### src/hw/rtl/rhd_pkg.sv
// ----------------------------------------------------------------------------
// rhd_pkg - shared types and constants for the replay history detector
// Result codes, register indexes and the controller/datapath interface.
// ----------------------------------------------------------------------------
package rhd_pkg;

  localparam int unsigned HASH_W  = 32;
  localparam int unsigned TIME_W  = 32;
  localparam int unsigned COUNT_W = 8;
  localparam int unsigned THR_W   = 8;
  localparam int unsigned CFG_IDX_W  = 2;
  localparam int unsigned CFG_DATA_W = 32;

  localparam logic [COUNT_W-1:0] COUNT_MAX  = 8'hFF;
  localparam logic [COUNT_W-1:0] COUNT_INIT = 8'd1;

  localparam logic [TIME_W-1:0] WINDOW_RESET    = 32'd5000;
  localparam logic [THR_W-1:0]  THRESHOLD_RESET = 8'd3;

  // configuration register indexes
  localparam logic [CFG_IDX_W-1:0] REG_WINDOW    = 2'd0;
  localparam logic [CFG_IDX_W-1:0] REG_THRESHOLD = 2'd1;

  // result outcome codes
  localparam logic [1:0] OUTCOME_INSERT = 2'd0;
  localparam logic [1:0] OUTCOME_MATCH  = 2'd1;
  localparam logic [1:0] OUTCOME_STALE  = 2'd2;

  // controller -> datapath
  typedef struct packed {
    logic load;    // capture input item, rewind scan address
    logic rd_en;   // read history entry at scan address
    logic update;  // resolve the matched entry and emit result
    logic insert;  // write new entry at ring head and emit result
  } rhd_cmd_t;

  // datapath -> controller
  typedef struct packed {
    logic hit;     // entry under compare is valid with equal hash
    logic last;    // entry under compare is the final one
  } rhd_stat_t;

endpackage

### src/hw/rtl/rhd_ctrl.sv
// ----------------------------------------------------------------------------
// rhd_ctrl - scan controller
// Sequences capture, history scan, and match update or insertion.
// ----------------------------------------------------------------------------
module rhd_ctrl import rhd_pkg::*; (
  input  logic      clk,
  input  logic      rst_n,
  input  logic      start,
  output logic      busy,
  input  rhd_stat_t stat,
  output rhd_cmd_t  cmd
);

  typedef enum logic [2:0] {
    ST_IDLE,
    ST_ISSUE,
    ST_SCAN,
    ST_UPDATE,
    ST_INSERT
  } state_t;

  state_t state_r, state_nxt;

  always_comb begin
    state_nxt = state_r;
    cmd       = '0;
    unique case (state_r)
      ST_IDLE: begin
        if (start) begin
          cmd.load  = 1'b1;
          state_nxt = ST_ISSUE;
        end
      end
      ST_ISSUE: begin
        cmd.rd_en = 1'b1;
        state_nxt = ST_SCAN;
      end
      ST_SCAN: begin
        priority if (stat.hit) begin
          state_nxt = ST_UPDATE;
        end else if (stat.last) begin
          state_nxt = ST_INSERT;
        end else begin
          cmd.rd_en = 1'b1;
        end
      end
      ST_UPDATE: begin
        cmd.update = 1'b1;
        state_nxt  = ST_IDLE;
      end
      ST_INSERT: begin
        cmd.insert = 1'b1;
        state_nxt  = ST_IDLE;
      end
      default: state_nxt = ST_IDLE;
    endcase
  end

  always_ff @(posedge clk) begin
    if (!rst_n) begin
      state_r <= ST_IDLE;
    end else begin
      state_r <= state_nxt;
    end
  end

  assign busy = (state_r != ST_IDLE);

endmodule

### src/hw/rtl/rhd_dpath.sv
// ----------------------------------------------------------------------------
// rhd_dpath - history datapath
// History memories, valid bits, ring head, config registers and result regs.
// ----------------------------------------------------------------------------
module rhd_dpath import rhd_pkg::*; #(
  parameter int unsigned ENTRIES = 16
) (
  input  logic                  clk,
  input  logic                  rst_n,
  input  rhd_cmd_t              cmd,
  output rhd_stat_t             stat,
  input  logic [HASH_W-1:0]     in_hash,
  input  logic [TIME_W-1:0]     in_now,
  input  logic                  cfg_we,
  input  logic [CFG_IDX_W-1:0]  cfg_idx,
  input  logic [CFG_DATA_W-1:0] cfg_data,
  output logic                  res_valid,
  output logic                  res_flag,
  output logic [1:0]            res_outcome
);

  localparam int unsigned IW = (ENTRIES > 1) ? $clog2(ENTRIES) : 1;
  localparam logic [IW-1:0] LAST_IDX = IW'(ENTRIES - 1);

  // history storage (no reset; guarded by valid bits)
  logic [HASH_W-1:0]  hash_mem  [ENTRIES];
  logic [TIME_W-1:0]  time_mem  [ENTRIES];
  logic [COUNT_W-1:0] count_mem [ENTRIES];
  logic [ENTRIES-1:0] valid_r;

  logic [IW-1:0]      head_r;
  logic [IW-1:0]      addr_r;
  logic [IW-1:0]      cmp_idx_r;
  logic [HASH_W-1:0]  key_hash_r;
  logic [TIME_W-1:0]  key_now_r;
  logic [HASH_W-1:0]  rd_hash_r;
  logic [TIME_W-1:0]  rd_time_r;
  logic [COUNT_W-1:0] rd_count_r;

  logic [TIME_W-1:0]  window_r;
  logic [THR_W-1:0]   thresh_r;

  logic               out_valid_r;
  logic               out_flag_r;
  logic [1:0]         out_outcome_r;

  logic [TIME_W-1:0]  age;
  logic               in_window;
  logic [COUNT_W-1:0] count_nxt;
  logic [IW-1:0]      head_nxt;

  assign stat.hit  = valid_r[cmp_idx_r] && (rd_hash_r == key_hash_r);
  assign stat.last = (cmp_idx_r == LAST_IDX);

  assign age       = key_now_r - rd_time_r;   // wraps mod 2^32
  assign in_window = (age < window_r);
  assign count_nxt = (rd_count_r == COUNT_MAX) ? rd_count_r : rd_count_r + COUNT_W'(1);
  assign head_nxt  = (head_r == LAST_IDX) ? '0 : head_r + IW'(1);

  // memory ports: one registered read, one write
  always_ff @(posedge clk) begin
    if (cmd.rd_en) begin
      rd_hash_r  <= hash_mem[addr_r];
      rd_time_r  <= time_mem[addr_r];
      rd_count_r <= count_mem[addr_r];
    end
    if (cmd.update && in_window) begin
      time_mem[cmp_idx_r]  <= key_now_r;
      count_mem[cmp_idx_r] <= count_nxt;
    end else if (cmd.insert) begin
      hash_mem[head_r]  <= key_hash_r;
      time_mem[head_r]  <= key_now_r;
      count_mem[head_r] <= COUNT_INIT;
    end
  end

  // payload registers
  always_ff @(posedge clk) begin
    if (cmd.load) begin
      key_hash_r <= in_hash;
      key_now_r  <= in_now;
    end
    if (cmd.load) begin
      addr_r <= '0;
    end else if (cmd.rd_en) begin
      addr_r <= addr_r + IW'(1);
    end
    if (cmd.rd_en) begin
      cmp_idx_r <= addr_r;
    end
    if (cmd.update) begin
      out_flag_r    <= in_window && (count_nxt >= thresh_r);
      out_outcome_r <= in_window ? OUTCOME_MATCH : OUTCOME_STALE;
    end else if (cmd.insert) begin
      out_flag_r    <= 1'b0;
      out_outcome_r <= OUTCOME_INSERT;
    end
  end

  // control state
  always_ff @(posedge clk) begin
    if (!rst_n) begin
      valid_r     <= '0;
      head_r      <= '0;
      window_r    <= WINDOW_RESET;
      thresh_r    <= THRESHOLD_RESET;
      out_valid_r <= 1'b0;
    end else begin
      out_valid_r <= cmd.update | cmd.insert;
      if (cmd.insert) begin
        valid_r[head_r] <= 1'b1;
        head_r          <= head_nxt;
      end
      if (cfg_we) begin
        if (cfg_idx == REG_WINDOW) begin
          window_r <= cfg_data;
        end else if (cfg_idx == REG_THRESHOLD) begin
          thresh_r <= cfg_data[THR_W-1:0];
        end
      end
    end
  end

  assign res_valid   = out_valid_r;
  assign res_flag    = out_flag_r;
  assign res_outcome = out_outcome_r;

endmodule

### src/hw/rtl/replay_history_detector.sv
// ----------------------------------------------------------------------------
// replay_history_detector - top level
// Looks up a signal hash in a ring history and reports replayed signals.
// ----------------------------------------------------------------------------
//
//  channel   | ports                                   | handshake
//  ----------+-----------------------------------------+--------------------
//  input     | in_signal_hash, in_now_ms               | start & !busy
//  result    | out_replay_flag, out_outcome            | out_valid, 1 cycle
//  config    | cfg_index, cfg_wdata                    | cfg_valid & cfg_ready
//
//  After its transfer an item passes through ST_ISSUE, ST_SCAN and then
//  ST_UPDATE (hit) or ST_INSERT (miss on the final entry); busy is high
//  while it does, and the result is registered. The scan time is set by the
//  single read port of the history memory: one entry is compared per
//  cycle, in index order, stopping at the first valid equal hash.
//  out_valid is high in the first cycle after busy falls, so the next item
//  can transfer at the edge that takes the result; the receiver cannot stall.
//  Synchronous active-low reset clears all valid bits, the ring head and the
//  result strobe, and restores window 5000 ms and threshold 3; no clearing
//  pass is needed. cfg_ready is always high; writes to unknown indexes are
//  dropped.
//
module replay_history_detector import rhd_pkg::*; #(
  parameter int unsigned ENTRIES = 16
) (
  input  logic                  clk,
  input  logic                  rst_n,
  // input channel
  input  logic                  start,
  output logic                  busy,
  input  logic [HASH_W-1:0]     in_signal_hash,
  input  logic [TIME_W-1:0]     in_now_ms,
  // result channel
  output logic                  out_valid,
  output logic                  out_replay_flag,
  output logic [1:0]            out_outcome,
  // configuration channel
  input  logic                  cfg_valid,
  output logic                  cfg_ready,
  input  logic [CFG_IDX_W-1:0]  cfg_index,
  input  logic [CFG_DATA_W-1:0] cfg_wdata
);

  rhd_cmd_t  cmd;
  rhd_stat_t stat;

  // config writes are accepted at any time
  assign cfg_ready = 1'b1;

  rhd_ctrl u_ctrl (
    .clk   (clk),
    .rst_n (rst_n),
    .start (start),
    .busy  (busy),
    .stat  (stat),
    .cmd   (cmd)
  );

  rhd_dpath #(
    .ENTRIES (ENTRIES)
  ) u_dpath (
    .clk         (clk),
    .rst_n       (rst_n),
    .cmd         (cmd),
    .stat        (stat),
    .in_hash     (in_signal_hash),
    .in_now      (in_now_ms),
    .cfg_we      (cfg_valid & cfg_ready),
    .cfg_idx     (cfg_index),
    .cfg_data    (cfg_wdata),
    .res_valid   (out_valid),
    .res_flag    (out_replay_flag),
    .res_outcome (out_outcome)
  );

endmodule
### config.mk
export PLATFORM = sky130hd
export DESIGN_NAME = replay_history_detector
export DESIGN_NICKNAME = d
export VERILOG_FILES = /design/src/hw/rtl/rhd_pkg.sv /design/src/hw/rtl/rhd_ctrl.sv /design/src/hw/rtl/rhd_dpath.sv /design/src/hw/rtl/replay_history_detector.sv
export SDC_FILE = /design/constraint.sdc
export NUM_CORES = 1
export LEC_CHECK = 0
export BUFFER_PORTS_ARGS = -buffer_cell sky130_fd_sc_hd__buf_2
export CAP_MARGIN = 20
export CORE_MARGIN = 2
export CORE_UTILIZATION = 40
export DETAILED_ROUTE_END_ITERATION = 7
export PLACE_DENSITY_LB_ADDON = 0.08
export SYNTH_ARGS = -nofsm -noshare
export SYNTH_HDL_FRONTEND = slang
export SYNTH_SLANG_ARGS = --single-unit
### constraint.sdc
create_clock -name clk -period 10.9 [get_ports clk]
set_input_delay 1.09 -clock clk [delete_from_list [all_inputs] [get_ports clk]]
set_output_delay 1.09 -clock clk [all_outputs]
set_load 0.005 [all_outputs]
### Word-level counts from Yosys, hierarchy flattened

Memory sizes are Yosys's and may differ from the RTL's. A register that Yosys moved wholly into a read port is not among the register bits.
Index checks and enable logic that the tools add are counted.

* bits in latches: 0
* flip-flop bits (word level): 139
* ROM bits: 0
* word-level logic and storage cells: 84
* RAM bits: 1152
* memories kept: 3

Memory list
* u_dpath.hash_mem: depth 16, bits a word 32, rd ports 1, clocked after memory_dff 1, wr ports 1, RTL line rhd_dpath.sv:26 `logic [HASH_W-1:0] hash_mem [ENTRIES];`
* u_dpath.time_mem: depth 16, bits a word 32, rd ports 1, clocked after memory_dff 1, wr ports 1, RTL line rhd_dpath.sv:27 `logic [TIME_W-1:0] time_mem [ENTRIES];`
* u_dpath.count_mem: depth 16, bits a word 8, rd ports 1, clocked after memory_dff 1, wr ports 1, RTL line rhd_dpath.sv:28 `logic [COUNT_W-1:0] count_mem [ENTRIES];`

* multiplexer cells: 33
* divide/modulo/power cells: 0
* equality and inequality tests: 11
* order comparisons: 5
* multiply operators: 0
* shifts and indexed selects: 0
* add/subtract/negate cells: 4
* reductions and logical operators: 13
* bitwise logic cells: 3

Operators by type and width (count)
* $eq A32 B32 Y1: 1
* $lt A32 B32 Y1: 1
* $mux W32: 1
* $reduce_or A32 Y1: 1
* $sub A32 B32 Y32: 1
* $mux W1: 17
* $mux W8: 2
* $or A16 B16 Y16: 1
* $mux W4: 3
* $lt A4 B5 Y1 const B: 2
* $mux W3: 3
* $pmux W3 S3: 1
* $add A4 B1 Y4 const B: 2
* $add A8 B1 Y8 const B: 1
* $eq A4 B4 Y1 const B: 2
* $eq A8 B8 Y1 const B: 1
* $ge A8 B8 Y1: 1
* $reduce_or A8 Y1: 1
* $eq A3 B2 Y1 const B: 2
* $mux W2: 3
* $bmux W1 S4: 1
* $demux W1 S4: 1
* $ge A4 B1 Y1 const B: 1
* $logic_and A1 B1 Y1: 4
* 14 further kinds: 15

### Depth between registers and ports, before layout

Gate-level depths: netlist (run 1).

* depth after elaboration: 7
* depth in mapped cells: 20
* mapped depth without buffers: 19

### Cells and area by module

Synthesis (run 1) repeated with hierarchy kept, for this count alone.

* cells, all modules: 2575
* area, all modules: 53854.2 µm²

By module, submodules not included
* rhd_dpath: seq. area each 40188.5 µm², times used 1, cells an instance 2553, area each 53679.0 µm²
* rhd_ctrl: seq. area each 60.1 µm², times used 1, cells an instance 20, area each 163.9 µm²
* replay_history_detector: seq. area each 0.0 µm², times used 1, cells an instance 2, area each 11.3 µm²

### Worst setup path after synthesis (run 1)

Ideal clock, no wire load.

* path type: register -> register
* start: register u_dpath.key_now_r[0]
* end: memory u_dpath.count_mem[0][0] (enable)
* setup time: 0.437 ns
* required time: 10.463 ns
* cell stages (with the launch flop): 20
* setup slack: 4.873 ns
* period minus slack after synthesis: 6.027 ns
* data arrival time: 5.590 ns
* cell sequence: edfxtp_1 > inv_1 > ha_1 > inv_1 > fa_1 > a21o_1 > a221oi_2 > nand3b_1 > a211oi_4 > o2111ai_2 > a2111oi_1 > or3b_1 > ha_1 > a21o_1 > a21oi_1 > o21ai_0 > a211oi_1 > a21oi_1 > buf_2 > nor2_1

* word-level cells in the longest chain between the ends: 7
* elaborated cells between the ends (all ways): 10

Ends and longest elaborated chain
* start: declaration: RTL line rhd_dpath.sv:35 `logic [TIME_W-1:0] key_now_r;`
* start signal: assignment: RTL line rhd_dpath.sv:81 `key_now_r <= in_now;`
* $sub A32 B32 Y32 *: RTL line rhd_dpath.sv:55 `assign age = key_now_r - rd_time_r;`
* $lt A32 B32 Y1 *: RTL line rhd_dpath.sv:56 `assign in_window = (age < window_r);`
* $logic_and A1 B1 Y1 *: RTL line rhd_dpath.sv:67 `if (cmd.update && in_window) begin`
* $mux W1: RTL line rhd_dpath.sv:67
* $mux W1 (not written as such): RTL line rhd_dpath.sv:73 `count_mem[head_r] <= COUNT_INIT;`
* $reduce_or A8 Y1 (no source line)
* $mux W4 (no source line) / $mux W1 (equally long branches)
* end: declaration: RTL line rhd_dpath.sv:28

Mark *: on every way between the ends. The rest lies on a longest branch, timed or not.

### Worst setup path in the final report (run 1)

* start: register u_dpath.key_now_r[7]
* end: memory u_dpath.time_mem[14][24] (enable)

* word-level cells in the longest chain between the ends: 7
* elaborated cells between the ends (all ways): 10

Ends and longest elaborated chain
* $sub A32 B32 Y32 *: RTL line rhd_dpath.sv:55
* $lt A32 B32 Y1 *: RTL line rhd_dpath.sv:56
* $logic_and A1 B1 Y1 *: RTL line rhd_dpath.sv:67
* $mux W1: RTL line rhd_dpath.sv:67
* $mux W1 (not written as such): RTL line rhd_dpath.sv:72 `time_mem[head_r] <= key_now_r;`
* $reduce_or A32 Y1 (no source line)
* $mux W4 (no source line) / $mux W1 (equally long branches)
* end: declaration: RTL line rhd_dpath.sv:27

Marks and branches as above.

==> reports/qor.csv, run 1 <==
metric,value,unit
slowest CP cell,edfxtp_1,
CP startpoint kind,flip-flop,
core footprint,133000,sq um
Post-CTS Setup Inserts,0,
clk root buf,clkbuf_16,
post-layout min period,6.53,ns
status,completed,
most used routing layer,met2,
row count,134,
Sw Ratio,0.246,
Via Count,25700,
Fill cells,11200,
Num CTS Buffers,146,
CP endpoint kind,flip-flop,
Clk network pwr share,0.373,
crit-path cells,ha_1 -> a21oi_1 -> o21bai_1 -> a211oi_1 -> a21oi_1 -> o21ai_1 -> nor2b_1 -> o311ai_0 -> ha_1 -> a21o_1 -> a21o_1 -> a21oi_1 -> o21ai_0 -> a211oi_1 -> a21oi_4 -> buf_4 -> nor2_4 -> buf_4,
Max stage delay on crit path,0.74,ns
initial drt markers,1986,
power per cell area,206,nW/um^2
"EDFF count, synth",1295,
Fin Setup TNS,0,ns
mean cell area of the mapped netlist,20.9,sq um
main combinational cell family by area after synthesis,multiplexers,
Max-Cap Viols,0,
hold crit path type,flip-flop to flip-flop,
All-Layer GR Usage,0.193,
Die Span Y,370,microns
top-level I/O count,108,
leak pwr,19.3,nW
Post-Synth Adder-Cell Area,0.0181,
"Hold Vio Cnt, Final",0,
area of placed instances,56700,sq um
WHS,0.465,ns
Sink Count,1363,
Worst Path Arrival,6.92,ns
post-synthesis compound-gate area fraction,0.0260,
xor and xnor area share after synthesis,0.00995,
fin area,61300,sq um
setup violators final,0,
initial antenna violation count,7,
Multi-input gate area,12900,sq um
global-route track usage on met2,0.296,
met1 GRT Util,0.284,
RD Place Congestion,0.781,
simple-gate share of the synthesized area,0.0266,
first-pass detailed-route iteration total,5,
highest clock rate,153,MHz
hold buffer count at cts,0,
largest net degree at the start of global routing,124,
GR Util met3,0.0336,
total power,12.6,mW
top-area cell type share of the netlist area,0.724,
CP required,11.29,ns
Tightest Pin Transition,1.19,ns
Total Routed Length,130000,microns
Max-slew headroom,0.201,
"Slew Viols, Final",0,
Total Nets Final,2947,
prevailing post-synth register cell,edfxtp_1,
Syn-to-layout area delta,14.2,%
CP Max Fanout,23,
"Seq/Total Area, Yosys",0.750,
vias per cell,5.51,
# resized after CTS,0,
Gate power share,0.146,
Util after Layout,0.460,
"Distinct cells, synth",67,
gr ovfl total,0,
mapped cell area,53700,sq um
Clock Path Buffers,3,
clk_lat worst skew,0.77,ns
mux cell area share after synthesis,0.155,
Post-Syn Nets,2744,
most frequent cells in the layout,"edfxtp_1, mux4_2, clkbuf_16, nand2_1, buf_2",
sequential share of power,0.481,
register area,40300,sq um
global-route wire length before repair,189000,microns
crit-path most repeated cell,a21oi_1,
die footprint,137000,sq um
DP HPWL,71200,microns
Chip Width,370,microns
Synth area leader,edfxtp_1,
Clock Pin Slew Worst Setup and Hold Paths,0.06,ns
post-route ant nets,0,
post-synthesis register bit count,1363,
Port-buffer cells,106,
share of layout cells above drive strength 1,0.274,
Post-Syn Instances,2565,
VDD IR max,0.000138,V
Pint,9.51,mW
kind of critical path,flip-flop to flip-flop,
"most common cell after layout, fill and taps aside",edfxtp_1,
Starting Density,0.403,
Layout Skew,0.0272,ns
WL per Instance,28.0,microns
period utilization,0.599,
Synth Warn #,0,
CTS tree,built,
RSZ-0062 raised after global routing,false,
Residual DRC,0,
Sw Pwr,3.10,mW
largest cells by area after synthesis,"edfxtp_1, mux4_2, dfxtp_1, ha_1, xnor2_1",
Synth async-reset ratio,0,
# H-tree levels,4,
vias in the first global route,27000,
-- layer usage --
metal  part of all wire  routed length, microns
met4              0.020                    2610
met1               0.47                   61000
met5            0.00010                      13
met2               0.46                   60300
met3              0.049                    6440
-- through the flow --
step                worst slack (ns)  std cells
floorplan                       4.87       2565
global placement                4.48       4387
detailed placement              4.40       4387
CTS                             4.36       4651
global route                    4.00       4652
finish                          4.37       4653
-- final timing paths --
path,end,depth (start not counted),slack (ns),start
setup / recovery,u_dpath.time_mem[14][24],18,4.37,u_dpath.key_now_r[7]
setup reg to reg,u_dpath.time_mem[14][24],18,4.37,u_dpath.key_now_r[7]
hold / removal,u_dpath.valid_r[10],1,0.46,u_dpath.valid_r[10]
hold reg to reg,u_dpath.valid_r[10],1,0.46,u_dpath.valid_r[10]
-- critical path, delay by kind of cell (launching register included) --
family	cells	cell delay, ns
fa+ha+maj	2	0.62
flops	1	0.74
buf+inv	2	0.86
compound gates	12	2.88
simple gates	2	0.95
-- power groups by stage --
stage | clock network, mW | logic (mW) | registers, mW
detailed placement | 0 | 1.84 | 6.19
global route | 5.03 | 2.00 | 6.08
floorplan | 0 | 1.40 | 6.06
global placement | 0 | 1.83 | 6.18
finish | 4.71 | 1.84 | 6.06
CTS | 4.84 | 1.85 | 6.08
-- cells by family after synthesis --
family / Yosys count
XOR/XNOR: 61
flip-flops: 1363
AO/OA/AOI/OAI: 198
buffers and inverters: 195
other: 1
multiplexers: 377
adder cells (fa/ha/maj): 77
AND/OR/NAND/NOR: 293
-- registers in the layout, indices dropped and copies added (netlist names), 8 cells and up --
| name | count |
|---|---|
| u_dpath.key_hash_r | 32 |
| u_dpath.thresh_r | 8 |
| u_dpath.hash_mem | 512 |
| u_dpath.rd_count_r | 8 |
| u_dpath.window_r | 32 |
| u_dpath.rd_time_r | 32 |
| u_dpath.valid_r | 16 |
| u_dpath.count_mem | 128 |
| u_dpath.key_now_r | 32 |
| u_dpath.time_mem | 512 |
| u_dpath.rd_hash_r | 32 |
-- cell usage after synthesis, drive strengths merged, types with 3 or more instances --
cell	instances
xnor2	52
a31o	4
nand3	19
nand2b	10
ha	76
xor2	9
buf	45
and3	8
o311ai	3
edfxtp	1295
nand4	19
nand2	112
o21a	20
and2	15
o211ai	14
a211oi	9
nand3b	7
nor2b	15
o31ai	9
nor3	10
a21boi	30
mux2i	10
a21oi	34
a21o	26
o21ai	27
inv	87
nor4	6
dfxtp	68
o21bai	4
nor2	61
mux4	365
clkbuf	63
a31oi	3
-- cell type report --
type / instances / share of cell area
diodes: 1 / 0.0000408
clock buffers: 183 / 0.0640
clock inverters: 81 / 0.0102
inverters: 87 / 0.00541
multi-input cells: 1007 / 0.211
flip-flops and latches: 1363 / 0.657
well taps: 1768 / 0.0361
repair buffers: 163 / 0.0164
Power figures use the tool's default switching activity.
==> inputs of run 2 (changes only) <==
==> constraint.sdc (replaced) <==
create_clock -name clk -period 5.49 [get_ports clk]
set_input_delay 0.549 -clock clk [delete_from_list [all_inputs] [get_ports clk]]
set_output_delay 0.549 -clock clk [all_outputs]
set_load 0.005 [all_outputs]
==> run 2 against run 1 <==
Hold slack lost 0.41 ns. Final area grew 3.3%. Utilization up 1.5 points. Setup slack worse by 4.0 ns. Non-clock buffer count increased by 148. Clock power increased by 110%. Sequential power is 98% higher. Via count grew 2.2%. Sequential cell count unchanged. Sequential share of layout area decreased by 2.1 points. Combinational power increased by 110%. Global-route usage rose by 0.56 points. Largest cell class unchanged. Highest routed layer is now met4.
==> reports/qor.csv, run 2 (synthesized netlist as in run 1, its figures left out) <==
metric,value,unit,change
All-Layer GR Usage,0.198,,+0.00556
Setup Slack @ Placement,0.138,ns,-4.26 ns
power per cell area,407,nW/um^2,+98%
total power,25.8,mW,+100%
first-pass detailed-route iteration total,5,,unchanged
highest clock rate,195,MHz,+27%
WL per Instance,28.0,microns,-0.18%
gr ovfl total,0,,unchanged
Syn-to-layout area delta,17.9,%,
CP startpoint kind,flip-flop,,
"Slew Viols, Final",0,,unchanged
Reg2Reg Depth,22,,+4
most frequent cells in the layout,"edfxtp_1, mux4_2, clkbuf_16, nand2_1, buf_2",,
hold depth,3,,+2
kind of critical path,flip-flop to flip-flop,,
Sink Count,1363,,unchanged
n_diodes,0,,-1
Max-Cap Viols,0,,unchanged
clk_lat worst skew,0.79,ns,+0.02 ns
CP endpoint kind,flip-flop,,
RSZ-0062 raised after global routing,false,,
"most common cell after layout, fill and taps aside",edfxtp_1,,
vias in the first global route,27600,,+2.1%
Num CTS Buffers,148,,+1.4%
core footprint,133000,sq um,unchanged
Tightest Pin Transition,1.06,ns,-0.131 ns
"Hold Vio Cnt, Final",0,,unchanged
Residual DRC,0,,unchanged
Die Span Y,370,microns,unchanged
Total Routed Length,134000,microns,+3.1%
DP HPWL,80100,microns,+13%
Port-buffer cells,106,,unchanged
initial drt markers,2130,,+7.3%
largest net degree at the start of global routing,73,,-41%
largest registers,"u_dpath.hash_mem: 512 flops, u_dpath.time_mem: 512 flops, u_dpath.count_mem: 128 flops",,
Chip Width,370,microns,unchanged
Fill cells,11000,,-1.0%
leak pwr,20.2,nW,+4.8%
RD Place Congestion,0.805,,+3.1%
vias per cell,5.45,,-1.1%
Clock Pin Slew Worst Setup and Hold Paths,0.05,ns,about the same
Final WS setup,0.350,ns,-4.02 ns
die footprint,137000,sq um,unchanged
post-route ant nets,0,,unchanged
share of layout cells above drive strength 1,0.287,,+0.0129
Starting Density,0.403,,unchanged
VDD IR max,0.000299,V,+120%
Total Nets Final,3097,,+5.1%
hold crit path type,primary input to flip-flop,,
# H-tree levels,4,,unchanged
initial antenna violation count,0,,-7
global-route wire length before repair,195000,microns,+3.0%
clk root buf,clkbuf_16,,
Clock Path Buffers,3,,unchanged
status,completed,,
Via Count,26200,,+2.2%
CP Max Fanout,16,,-30%
period utilization,0.936,,+0.337
CTS tree,built,,
row count,134,,unchanged
CP required,5.92,ns,-5.37 ns
top-level I/O count,108,,unchanged
Util after Layout,0.475,,+0.0151
Max-slew headroom,0.294,,+0.0937
Layout Skew,0.0267,ns,-0.000513 ns
setup violators final,0,,unchanged
Worst Path Arrival,5.57,ns,-1.35 ns
post-layout min period,5.14,ns,-1.39 ns
## run 2: final cells by class
type / count / area (sq um) / share of cell area
well taps: 1768 / 2210 / 0.0349
inverters: 87 / 332 / 0.00524
clock inverters: 83 / 942 / 0.0149
multi-input cells: 1007 / 12900 / 0.204
flip-flops and latches: 1363 / 40300 / 0.636
repair buffers: 311 / 2680 / 0.0424
clock buffers: 186 / 3940 / 0.0622
## run 2: what timing repair did
action	CTS	global route
gates resized for setup	0	4
endpoints found under the setup margin	0	496
hold endpoints to repair	77	0
hold buffers	77	0
buffers inserted	0	6
## run 2: stage by stage
stage	instances	hold WS [ns]	area (sq um)	TNS (ns)
global route	4805	0.0160	63300	0
floorplan	2565	0.426	53700	-301.57
detailed placement	4447	0.453	57400	0
global placement	4447	0.442	57400	0
finish	4805	0.0527	63300	0
CTS	4793	0.0000162	63100	0
## run 2: power by group
group          total [mW]  internal (mW)  switching, mW
Clock                9.93           5.84           4.09
Combinational        3.85           1.90           1.94
Sequential           12.0           11.7          0.303
Total                25.8           19.4           6.34
## run 2: worst max-delay path, cell delays in order, from the launching register on
cell and delay, ns:
edfxtp_1 0.41, inv_1 0.07, ha_1 0.15, inv_1 0.06
fa_1 0.40, a21o_1 0.20, a221oi_2 0.27, nand3b_1 0.33
a21oi_1 0.21, o21ai_2 0.21, nor2b_2 0.24, o311ai_0 0.16
ha_1 0.22, a21o_1 0.18, a21o_1 0.17, a21oi_1 0.14
o21ai_0 0.12, a211oi_1 0.28, buf_4 0.16, a21oi_4 0.08
buf_4 0.20, nor2_4 0.13, buf_4 0.37
## run 2: worst paths after layout
| kind | from | endpoint | slack, ns |
|---|---|---|---|
| hold reg to reg | u_dpath.valid_r[11] | u_dpath.valid_r[11] | 0.46 |
| hold / removal | cfg_wdata[16] | u_dpath.window_r[16] | 0.05 |
| setup / recovery | u_dpath.key_now_r[0] | u_dpath.time_mem[14][20] | 0.35 |
| setup reg to reg | u_dpath.key_now_r[0] | u_dpath.time_mem[14][20] | 0.35 |
## run 2: routing by layer
metal  track usage  part of all wire
met1         0.292              0.47
met2         0.310              0.47
met3        0.0288             0.037
met4        0.0543             0.020
met5             0                 0
